$ cat config.mk
export PLATFORM = sky130hd
export DESIGN_NAME = slc_cell
export DESIGN_NICKNAME = d
export VERILOG_FILES = /design/src/design/slc_pkg.sv /design/src/design/slc_cell.sv
export SDC_FILE = /design/constraint.sdc
export NUM_CORES = 1
export LEC_CHECK = 0
export ABC_AREA = 1
export BUFFER_PORTS_ARGS = -buffer_cell sky130_fd_sc_hd__buf_2
export CORE_MARGIN = 1.5
export CORE_UTILIZATION = 44
export DETAILED_ROUTE_END_ITERATION = 16
export PLACE_DENSITY = 0.86
export SYNTH_ARGS = -nofsm -noshare
export SYNTH_HDL_FRONTEND = slang
export SYNTH_SLANG_ARGS = --single-unit
export TNS_END_PERCENT = 1
$ cat constraint.sdc
create_clock -name clk_i -period 5.75 [get_ports clk_i]
set_input_delay 0.8625 -clock clk_i [delete_from_list [all_inputs] [get_ports clk_i]]
set_output_delay 0.8625 -clock clk_i [all_outputs]
set_load 0.005 [all_outputs]
$ cat src/design/slc_pkg.sv
// ----------------------------------------------------------------------------
// slc_pkg: shared types and constants for the sequential list store
// Entry width, list depth, request and status codes, and the control word
// broadcast along the row of storage cells.
// ----------------------------------------------------------------------------
package slc_pkg;

  localparam int unsigned DEPTH  = 64;
  localparam int unsigned IDX_W  = $clog2(DEPTH);
  localparam int unsigned CNT_W  = $clog2(DEPTH + 1);
  localparam int unsigned DATA_W = 32;

  // Request codes
  localparam logic [2:0] REQ_APPEND = 3'd0;
  localparam logic [2:0] REQ_READ   = 3'd1;
  localparam logic [2:0] REQ_REMOVE = 3'd2;
  localparam logic [2:0] REQ_CLEAR  = 3'd3;
  localparam logic [2:0] REQ_FIRST  = 3'd4;
  localparam logic [2:0] REQ_LAST   = 3'd5;

  // Status codes
  localparam logic [1:0] ST_OK    = 2'd0;
  localparam logic [1:0] ST_FULL  = 2'd1;
  localparam logic [1:0] ST_RANGE = 2'd2;
  localparam logic [1:0] ST_EMPTY = 2'd3;

  // Control broadcast to every cell
  typedef struct packed {
    logic              append;  // write wdata into the cell at wr_idx
    logic              remove;  // cells at rm_pos and above take their upper neighbour
    logic [IDX_W-1:0]  wr_idx;
    logic [IDX_W-1:0]  rm_pos;
    logic [IDX_W-1:0]  rd_idx;
    logic [DATA_W-1:0] wdata;
  } cell_ctrl_t;

endpackage

$ cat src/design/slc_cell.sv
// ----------------------------------------------------------------------------
// slc_cell: one storage cell of the list
// Holds one entry. Loads on append, takes the upper neighbour's entry when
// an entry at or below it is removed, and offers its entry on the read bus
// when its index is selected.
// ----------------------------------------------------------------------------
module slc_cell
  import slc_pkg::*;
(
  input  logic              clk_i,
  input  logic [IDX_W-1:0]  idx_i,    // fixed position of this cell
  input  cell_ctrl_t        ctrl_i,
  input  logic [DATA_W-1:0] nbr_i,    // entry of the cell above
  output logic [DATA_W-1:0] value_o,  // to the cell below
  output logic [DATA_W-1:0] rd_o      // zero unless selected
);

  logic [DATA_W-1:0] value_q, value_d;

  // Next entry: shift down on remove, load on append
  always_comb begin
    value_d = value_q;
    if (ctrl_i.remove && (idx_i >= ctrl_i.rm_pos)) begin
      value_d = nbr_i;
    end else if (ctrl_i.append && (idx_i == ctrl_i.wr_idx)) begin
      value_d = ctrl_i.wdata;
    end
  end

  always_ff @(posedge clk_i) begin
    value_q <= value_d;
  end

  assign value_o = value_q;
  assign rd_o    = (idx_i == ctrl_i.rd_idx) ? value_q : '0;

endmodule

Word level (Yosys, flattened, before mapping)
Index checks and enable logic that the tools add are counted.
W data, S select, Z words.

word-level totals
  output and inout port bits = 64
  logic and storage cells = 10
  input bits = 91
  bits in registers = 32

cells by class
  magnitude comparators = 1
  mux-type cells = 3
  equality and inequality tests = 2
  reductions and logical operators = 3

operator list
  kind                 count
  $mux W32             3
  $eq A6 B6 Y1         2
  $ge A6 B6 Y1         1
  $logic_and A1 B1 Y1  2
  $reduce_bool A2 Y1   1

Logic depth before layout (Yosys ltp)
Gate-level depths: netlist of the first run.

  depth after elaboration = 4
  gate-level depth with buffers = 12
  depth with buffers taken out = 11

Worst setup path before layout of the first run
No wires, ideal clock.

  path type = input-to-reg
  start = input idx_i[0]
  end = register value_q[0] (netlist: value_o[0]), enable pin
  library setup time = 0.389 ns
  path buffers = 1
  required time = 5.361 ns
  arrival = 2.467 ns
  cell stages on the path = 11
  setup slack = 2.894 ns
  path through = inv_1 > ha_1 > inv_1 > nand2_1 > nand2_1 > nand2_1 > nand2_1 > nand2_1 > nand2_2 > buf_4 > nand2_1

between the ends
  word-level cells in the longest chain between the ends = 3
  elaborated cells on any way between the ends = 5
  classes of those cells = order compare (1); eq/ne (1); reduce/logical (3)

ends and longest elaborated chain
  element                                              line                            source
  start, declared                                      slc_cell.sv:11                  input logic [IDX_W-1:0] idx_i,
  $ge A6 B6 Y1 / $eq A6 B6 Y1 (equally long branches)  slc_cell.sv:23, slc_cell.sv:25
  $logic_and A1 B1 Y1 (on tied branches)               slc_cell.sv:23, slc_cell.sv:25
  $reduce_bool A2 Y1 (no line) (*)                     --
  end signal, assigned                                 slc_cell.sv:31                  value_q <= value_d;
  end, declared                                        slc_cell.sv:18                  logic [DATA_W-1:0] value_q, value_d;

Mark *: on every way between the ends. The rest lies on a longest branch, timed or not.
A chain may end at the register's enable or synchronous reset.

Final worst setup path of the first run
  start = input idx_i[3]
  end = output rd_o[18]

between the ends
  word-level cells in the longest chain between the ends = 2

ends and longest elaborated chain
  element        line            source
  $eq A6 B6 Y1   slc_cell.sv:35  assign rd_o = (idx_i == ctrl_i.rd_idx) ? value_q : '0;
  $mux W32       slc_cell.sv:35
  end, declared  slc_cell.sv:15  output logic [DATA_W-1:0] rd_o

No other way between the ends.

==> metrics, run 1 <==
initial antenna violation count 0; Final Cycle Share 0.5949; worst endpoint required time 4.89 ns; DRT Wirelength around 5300 um; largest net degree at the start of global routing 34; Total GRT Usage 0.1971; hold_buf cts 0; Cell variety after synth 21; Root Driver clkbuf_8; utilization after layout 0.6333; FMAX 0.2924 GHz; met2 usage 0.3843; TritonCTS clock tree done; Final Worst Setup Slack ~2.3 ns; Setup Fix Bufs, Post-CTS 0; TritonRoute pass-1 iters 4; Final Power 617.9 uW; share of cells above drive strength 1 0.4610; critical path class input port to primary output; DIE HEIGHT between 70 and 80 um; Slew @ Worst Pin around 1 ns; ant diodes 0; H-tree Lvls 2; clock sink total 32; Tmin final between 3 and 4 ns; RePlAce Congestion between 0.9 and 1; Final HPWL DP approximately 4300 um; vias in the first global route approximately 1900; Worst EP arrival ~2.6 ns; Max Cap Viol 0; met1 Usage GRT 0.2057; M3 GR Usage 0.03194; Initial Utilization 0.4536; synthesized area 2128 um^2; chip width roughly 73 um; Area Growth Syn to Fin 39.62%; power share of the clock group 0.249; Largest register FFs 32; register share of total power 0.501; sw frac 0.2840; P_sw about 180 uW; count of input and output buffers roughly 150; synthesized flop and latch total 32; min-delay worst type input port to register; post-detailed-route count of antenna-violating nets 0; internal power roughly 440 uW; nets 520; total grt overflow 0; syn nets between 300 and 400; Comb pwr share 0.250; startpoint types input port; most frequent cells in the layout 154 x buf_2, 90 x nand2_1, 49 x inv_1, 33 x nand3_1, 32 x edfxtp_1; total CTS buffers 5; PwrDens between 200 and 250 nW/um^2; post-synthesis sequential area ratio 0.4515; Max clock buf depth 2; crit-path max FO 32; pre-CTS WS 2.239 ns; status completed; FP Rows 25; max_slew headroom 0.3297; RSZ-0062 raised after global routing false; maximum vdd drop ~0.13 mV; via count 2194; Synth Warn # 0; Fin. Hold Viols 0; first-pass GRT wire length roughly 8000 um; Setup TNS Final 0 ns; vias per cell approximately 4.6; Final Max Slew Viols 0; Core Area 4692 um^2; busiest grt layer met2; total I/O pin count around 160; syn avg cell area approximately 7.8 um^2; CP endpoint kind primary output; WL/cell 11.17 um; DIE AREA 5264 um^2; most common cell after layout, fill and taps aside buf_2; Clock transition at path regs approximately 0.060 ns; # setup viols final 0; Synth Instances 273; LEAKAGE 0.001762 uW; initial drt markers 68; # DRC 0; PostCTS Resize Cnt 0
worst max-delay path, cell delays in order:
cell and delay [ns]:
buf_2 0.13, or2_1 0.22, a21oi_2 0.15, nand3_2 0.74, nor2_2 0.30, buf_2 0.15
layout make-up:
cell class                      instances  area (um^2)
Clock buffer                            5        68.82
Multi-Input combinational cell        179        897.1
Clock inverter                          2        7.507
Sequential cell                        32        960.9
Timing Repair Buffer                  156        785.8
Inverter                               49        183.9
Fill cell                             440         1720
Tap cell                               54        67.56
synthesized netlist by cell type:
cell type | count | area share
a21oi_1 | 1 | 0.0023
a21oi_2 | 2 | 0.0082
buf_2 | 3 | 0.0071
buf_4 | 3 | 0.011
buf_6 | 3 | 0.016
clkbuf_1 | 4 | 0.0071
edfxtp_1 | 32 | 0.45
ha_1 | 6 | 0.035
inv_1 | 49 | 0.086
nand2_1 | 90 | 0.16
nand2_2 | 1 | 0.0029
nand3_1 | 33 | 0.078
nand3_2 | 1 | 0.0047
nor2_1 | 5 | 0.0088
nor2_2 | 30 | 0.088
nor3_1 | 1 | 0.0023
o21a_1 | 1 | 0.0035
o21ai_0 | 1 | 0.0023
or2_1 | 2 | 0.0059
xnor2_1 | 1 | 0.0041
xor2_1 | 4 | 0.016
routing by layer:
layer	vias up	wire length, um	share of wire
li1	1136	-	-
met5	-	0	0
met1	974	2002	0.38
met4	0	49	0.0092
met3	6	273	0.051
met2	78	3005	0.56
cell families (layout without fill, tap and decap cells):
logic type | count (synthesis) | in the layout | share of synthesized area
flip-flops | 32 | 32 | 0.4515
AND/OR/NAND/NOR | 163 | 163 | 0.3492
buffers and inverters | 62 | 212 | 0.1270
XOR/XNOR | 5 | 5 | 0.02058
adder cells (fa/ha/maj) | 6 | 6 | 0.03527
AO/OA/AOI/OAI | 5 | 5 | 0.01646
power by group through the flow:
stage                     logic (uW)  clock network (uW)  registers (uW)
after global routing             175                 167             314
after detailed placement         156                   0             315
after floorplan                 78.7                   0             316
after CTS                        157                 158             310
after global placement           151                   0             314
final                            154                 154             310
through the flow:
stage / area (um^2) / hold slack (ns) / std cells
final: 2972 / 0.8499 / 477
after detailed placement: 2895 / 1.128 / 470
after CTS: 2972 / 0.8385 / 477
after global routing: 2972 / 0.8433 / 477
after floorplan: 2128 / 1.041 / 273
after global placement: 2895 / 1.128 / 470
worst paths after layout:
check	from	endpoint	slack (ns)	cells after the start
worst min-delay path	ctrl_i[7]	value_o[7]	0.85	3
worst max-delay path	idx_i[3]	rd_o[18]	2.33	6
(Power assumes the default switching activity.)
==> run 2, diff against run 1 <==
Settings changed: ABC_AREA 1 to 0, CORE_UTILIZATION 44 to 40, PLACE_DENSITY 0.86 to 0.77.
Clock period 5.75 ns to 3.1 ns, I/O delays scaled along.
==> metrics, run 2 <==
status completed; Layout Cells excl Fill 513 (+7.5%); # setup viols final 0 (unchanged); vias per cell 5.848 (+27%); EDFF count, synth 32 (unchanged); synthesized flop and latch total 32 (unchanged); DRT Wirelength 8552 um (+60%); syn nets 397 (+7.3%); share of cells above drive strength 1 0.4128 (-0.04815); most frequent cells in the layout 154 x buf_2, 64 x o211ai_1, 38 x inv_1, 33 x o21ai_0; Largest register FFs 32 (unchanged); PwrDens 375.9 nW/um^2 (+81%); mux cell area share after synthesis 0 (unchanged); top-count cell post-synth o211ai_1; count of input and output buffers 154 (unchanged); Slew @ Worst Pin 1.114 ns (+0.1106 ns); cell breakdown of the critical path buf_2, xnor2_1, nand2_1, buf_4, nor3_1, buf_2; Final Power 1339 uW (+120%); PostCTS Resize Cnt 0 (unchanged); TritonRoute pass-1 iters 4 (unchanged); synthesized area 2644 um^2 (+24%); Comb pwr share 0.339 (+0.089); power share of the clock group 0.232 (-0.017); Synth Warn # 0 (unchanged); share of the synthesized area in the top cell type 0.3635 (-0.08803); initial antenna violation count 0 (unchanged); Inst Count DP 506 (+7.7%); Setup Fix Bufs, Post-CTS 0 (unchanged); initial drt markers 207 (+200%); RSZ-0062 raised after global routing false; Max clock buf depth 2 (unchanged); total I/O pin count 155 (unchanged); clock sink total 32 (unchanged); FMAX between 0.4 and 0.5 GHz; syn avg cell area 8.813 um^2 (+13%); complex-gate fraction of the synthesized area 0.3762 (+0.3598); Crit-path slowest cell nand2_1; nets 533 (+2.5%); max_slew headroom 0.2575 (-0.07224); synthesized-area fraction occupied by and/or/nand/nor cells 0.07667 (-0.2725); P_sw 451.2 uW (+160%); register share of total power 0.430 (-0.071); total CTS buffers 5 (unchanged); Clock transition at path regs 0.06 ns (about the same); chip width 84.30 um (+16%); DIE AREA 7106 um^2 (+35%); first-pass GRT wire length 13570 um (+70%); cell family with most CP delay buffers and inverters; Top cell by count, worst path buf_2; Synth Instances 300 (+9.9%); Max Cap Viol 0 (unchanged); Critical Path Max Stage Delay 0.34 ns (-0.40 ns); RePlAce Congestion 0.8120 (-12%); hold_buf cts 0 (unchanged); largest cells by area after synthesis edfxtp_1 36%, o211ai_1 18%, o2111ai_1 11%; top cells by count, synth 64 x o211ai_1, 38 x inv_1, 34 x o21ai_0; WL/cell 16.67 um (+49%); Core Area 6386 um^2 (+36%); Final Max Slew Viols 0 (unchanged); Area Growth Syn to Fin 34.69%; fraction of registers with async set/reset 0 (unchanged); Synth area leader edfxtp_1; H-tree Lvls 2 (unchanged); post-synthesis sequential area ratio 0.3635 (-0.08803); total grt overflow 0 (unchanged); Buf+Inv Stages, Crit Path 3 (+1); critical path class input port to primary output; Initial Utilization 0.4140 (-0.03961); Worst EP arrival 1.71 ns (-0.85 ns); Final HPWL DP 6061 um (+41%); startpoint types input port; crit-path max FO 18 (-44%); FP Rows 29 (+16%); Total GRT Usage 0.2353 (+0.03827); Final Cycle Share 0.7026; largest net degree at the start of global routing 33 (-2.9%); min-delay worst type input port to register; most common cell after layout, fill and taps aside buf_2; Cell variety after synth 22 (+4.8%); main combinational cell family by area after synthesis compound AO/OA/AOI/OAI gates; Post-Synth XOR/XNOR Area 0.03975 (+0.01918); area share of fa/ha/maj cells after synthesis 0.02840 (-0.006878); ant diodes 0 (unchanged); maximum vdd drop 0.1664 mV (+31%); internal power 887.4 uW (+100%); Root Driver clkbuf_8; Setup TNS Final 0 ns (unchanged); CP endpoint kind primary output; vias in the first global route 2767 (+45%); # DRC 0 (unchanged); Fin. Hold Viols 0 (unchanged); Tmin final 2.178 ns; worst endpoint required time 2.63 ns (-2.26 ns); sw frac 0.3371 (+0.05312); prevailing post-synth register cell edfxtp_1; post-detailed-route count of antenna-violating nets 0 (unchanged); LEAKAGE 0.001498 uW (-15%); via count 3000 (+37%); TritonCTS clock tree done; DIE HEIGHT 84.30 um (+16%)
[run 2: cell count changes after synthesis, sizes merged, moves of 24 or more]
cell / delta
clkbuf: +24
nand2: -89
nand3: -33
nor2: -35
nor3: +32
o2111ai: +32
o211ai: +65
o21ai: +33
[run 2: metrics by stage]
stage	utilization	setup slack, ns	hold slack, ns	cell area (um^2)
CTS	0.5576	0.9022	0.5331	3561
detailed placement	0.5455	0.7054	0.8260	3483
global route	0.5576	0.7169	0.5374	3561
finish	0.5576	0.9220	0.5362	3561
floorplan	-	0.3754	0.7163	2650
global placement	0.5455	0.7886	0.8124	3483
[run 2: kinds of logic (layout without fill, tap and decap cells)]
family	Yosys count	after routing
compound gates	135	135
buf+inv	76	212
simple gates	39	39
flops	32	32
xor+xnor	12	12
fa+ha+maj	6	6
[run 2: worst paths after layout]
check,cells past startpoint,from,to
worst max-delay path,6,idx_i[1],rd_o[26]
worst min-delay path,3,ctrl_i[23],value_o[23]
[run 2: power groups by stage]
stage                     Sequential (uW)  Clock [uW]  Combinational (uW)
final                                 575         310                 453
after global routing                  582         334                 500
after CTS                             576         307                 453
after detailed placement              585           0                 452
after global placement                584           0                 438
after floorplan                       588           0                 256
[run 2: per-layer routing]
| layer | track usage | up-vias | routed length [um] |
|---|---|---|---|
| li1 | - | 1444 | - |
| met1 | 0.3098 | 1370 | 3523 |
| met2 | 0.4007 | 167 | 4242 |
| met3 | 0.02950 | 19 | 612 |
| met4 | 0.07899 | 0 | 174 |
| met5 | 0 | - | 0 |
[run 2: final cells by class]
cell class                 count  area, um^2
multi-input combinational    192        1415
timing repair buffer         167       868.3
clock inverter                 1       5.005
tap                           77       96.34
sequential                    32       960.9
clock buffer                   6       72.57
fill                         591        2825
inverter                      38       142.6
==> run 3, diff against run 2 <==
Clock period 3.1 ns to 2 ns, I/O delays scaled along.
==> metrics, run 3 (synthesis results as in run 2) <==
RePlAce Congestion 0.8137 (+0.21%); share of cells above drive strength 1 0.4344 (+0.02155); total CTS buffers 5 (unchanged); Final HPWL DP 6128 um (+1.1%); WL/cell 16.43 um (-1.4%); max_slew headroom 0.4969 (+0.2395); # fillers 566 (-4.2%); Initial Utilization 0.4140 (unchanged); clock sink total 32 (unchanged); Max clock buf depth 2 (unchanged); Buf+Inv Stages, Crit Path 3 (unchanged); hold_buf cts 0 (unchanged); Worst EP arrival 1.39 ns (-0.32 ns); Largest register FFs 32 (unchanged); Crit-path slowest cell buf_4; CP endpoint kind primary output; Clock transition at path regs 0.06 ns (about the same); LEAKAGE 0.001542 uW (+2.9%); # setup viols final 0 (unchanged); Multi-input gate area 1464 um^2 (+3.4%); count of input and output buffers 154 (unchanged); Top cell by count, worst path buf_2; Final Max Slew Viols 0 (unchanged); initial drt markers 340 (+64%); vias per cell 5.830 (-0.30%); register area 960.9 um^2 (unchanged); total I/O pin count 155 (unchanged); Slew @ Worst Pin 0.7518 ns (-0.3619 ns); cell breakdown of the critical path buf_2, xnor2_1, nand4_1, buf_4, nor3_1, buf_2; vias in the first global route 2794 (+0.98%); largest net degree at the start of global routing 33 (unchanged); initial antenna violation count 0 (unchanged); first-pass GRT wire length 13430 um (-1.0%); Critical Path Max Stage Delay 0.26 ns (-0.08 ns); min-delay worst type input port to register; Tmin final about 1.7 ns; DIE HEIGHT 84.30 um (unchanged); Root Driver clkbuf_8; DRT Wirelength 8527 um (-0.29%); Final Cycle Share 0.8425; maximum vdd drop 0.3353 mV (+100%); # DRC 0 (unchanged); most frequent cells in the layout 154 x buf_2, 64 x o211ai_1, 36 x inv_1; Max Cap Viol 0 (unchanged); Hold Crit Depth 3 (unchanged); nets 539 (+1.1%); H-tree Lvls 2 (unchanged); FMAX roughly 0.59 GHz; Total GRT Usage 0.2331 (-0.002198); TritonCTS clock tree done; Setup TNS Final 0 ns (unchanged); chip width 84.30 um (unchanged); Fin. Hold Viols 0 (unchanged); TritonRoute pass-1 iters 5 (+1); startpoint types input port; crit-path max FO 22 (+4); via count 3026 (+0.87%); ant diodes 0 (unchanged); status completed; Area Growth Syn to Fin 40.13%; cell family with most CP delay buffers and inverters; Core Area 6386 um^2 (unchanged); Hold Crit Endpoint value_o[21]; utilization after layout 0.5801 (+0.02253); most common cell after layout, fill and taps aside buf_2; RSZ-0062 raised after global routing false; worst endpoint required time 1.70 ns (-0.93 ns); PwrDens 571.6 nW/um^2 (+52%); min-delay src ctrl_i[21]; FP Rows 29 (unchanged); Setup Fix Bufs, Post-CTS 0 (unchanged); post-detailed-route count of antenna-violating nets 0 (unchanged); DIE AREA 7106 um^2 (unchanged); Fin Hold WS 0.3787 ns (-0.1574 ns); total grt overflow 0 (unchanged); critical path class input port to primary output
-- run 3: cell types whose count changed in the layout (fill, tap and decap cells not counted), sizes merged --
cell  delta
buf      +6
-- run 3: metrics by stage --
| step | setup slack [ns] | total power, uW | instance area, um^2 | instances |
|---|---|---|---|---|
| after floorplan | -0.07912 | 1335 | 2734 | 300 |
| after global placement | -0.07241 | 1634 | 3620 | 512 |
| after detailed placement | -0.2076 | 1656 | 3620 | 512 |
| after CTS | 0.08277 | 2116 | 3697 | 519 |
| after global routing | 0.1404 | 2228 | 3705 | 519 |
| final | 0.3150 | 2118 | 3705 | 519 |
-- run 3: report_power, final --
| part | leakage, uW | internal, uW | total (uW) | switching, uW |
|---|---|---|---|---|
| registers | 0.000300 | 851 | 892 | 40.9 |
| logic | 0.00120 | 328 | 759 | 432 |
| clock network | 0.0000410 | 236 | 466 | 230 |
| total | 0.00154 | 1420 | 2120 | 702 |
-- run 3: how the worst max path moves through the flow --
stage / startpoint / to / slack, ns / cells after the start
floorplan: ctrl_i[41] / value_o[0] / -0.08 / 6
global placement: idx_i[5] / value_o[4] / -0.07 / 5
detailed placement: idx_i[5] / value_o[13] / -0.21 / 5
CTS: idx_i[5] / value_o[13] / 0.08 / 5
global route: idx_i[2] / rd_o[23] / 0.14 / 6
finish: idx_i[2] / rd_o[28] / 0.31 / 6
-- run 3: area by class of cell --
class | instances | area share
Clock buffer | 6 | 0.01959
Clock inverter | 1 | 0.001351
Inverter | 38 | 0.04188
Multi-Input combinational cell | 192 | 0.3951
Sequential cell | 32 | 0.2594
Tap cell | 77 | 0.02600
Timing Repair Buffer | 173 | 0.2567
-- run 3: worst min-delay path, cell delays in order --
cell and delay (ns):
buf_2 0.09, o21ai_0 0.07, o211ai_1 0.08
-- run 3: routing by layer --
metal / vias to the layer above / part of all wire / GRT usage / wire length [um]
li1: 1458 / - / - / -
met1: 1369 / 0.40 / 0.3011 / 3423
met2: 175 / 0.49 / 0.3905 / 4219
met3: 24 / 0.075 / 0.03638 / 637
met4: 0 / 0.029 / 0.09538 / 246
met5: - / 0 / 0 / 0
-- run 3: what timing repair did --
item,CTS,global route
hold endpoints to repair,0,0
resized for setup,0,1
endpoints found under the setup margin,0,27
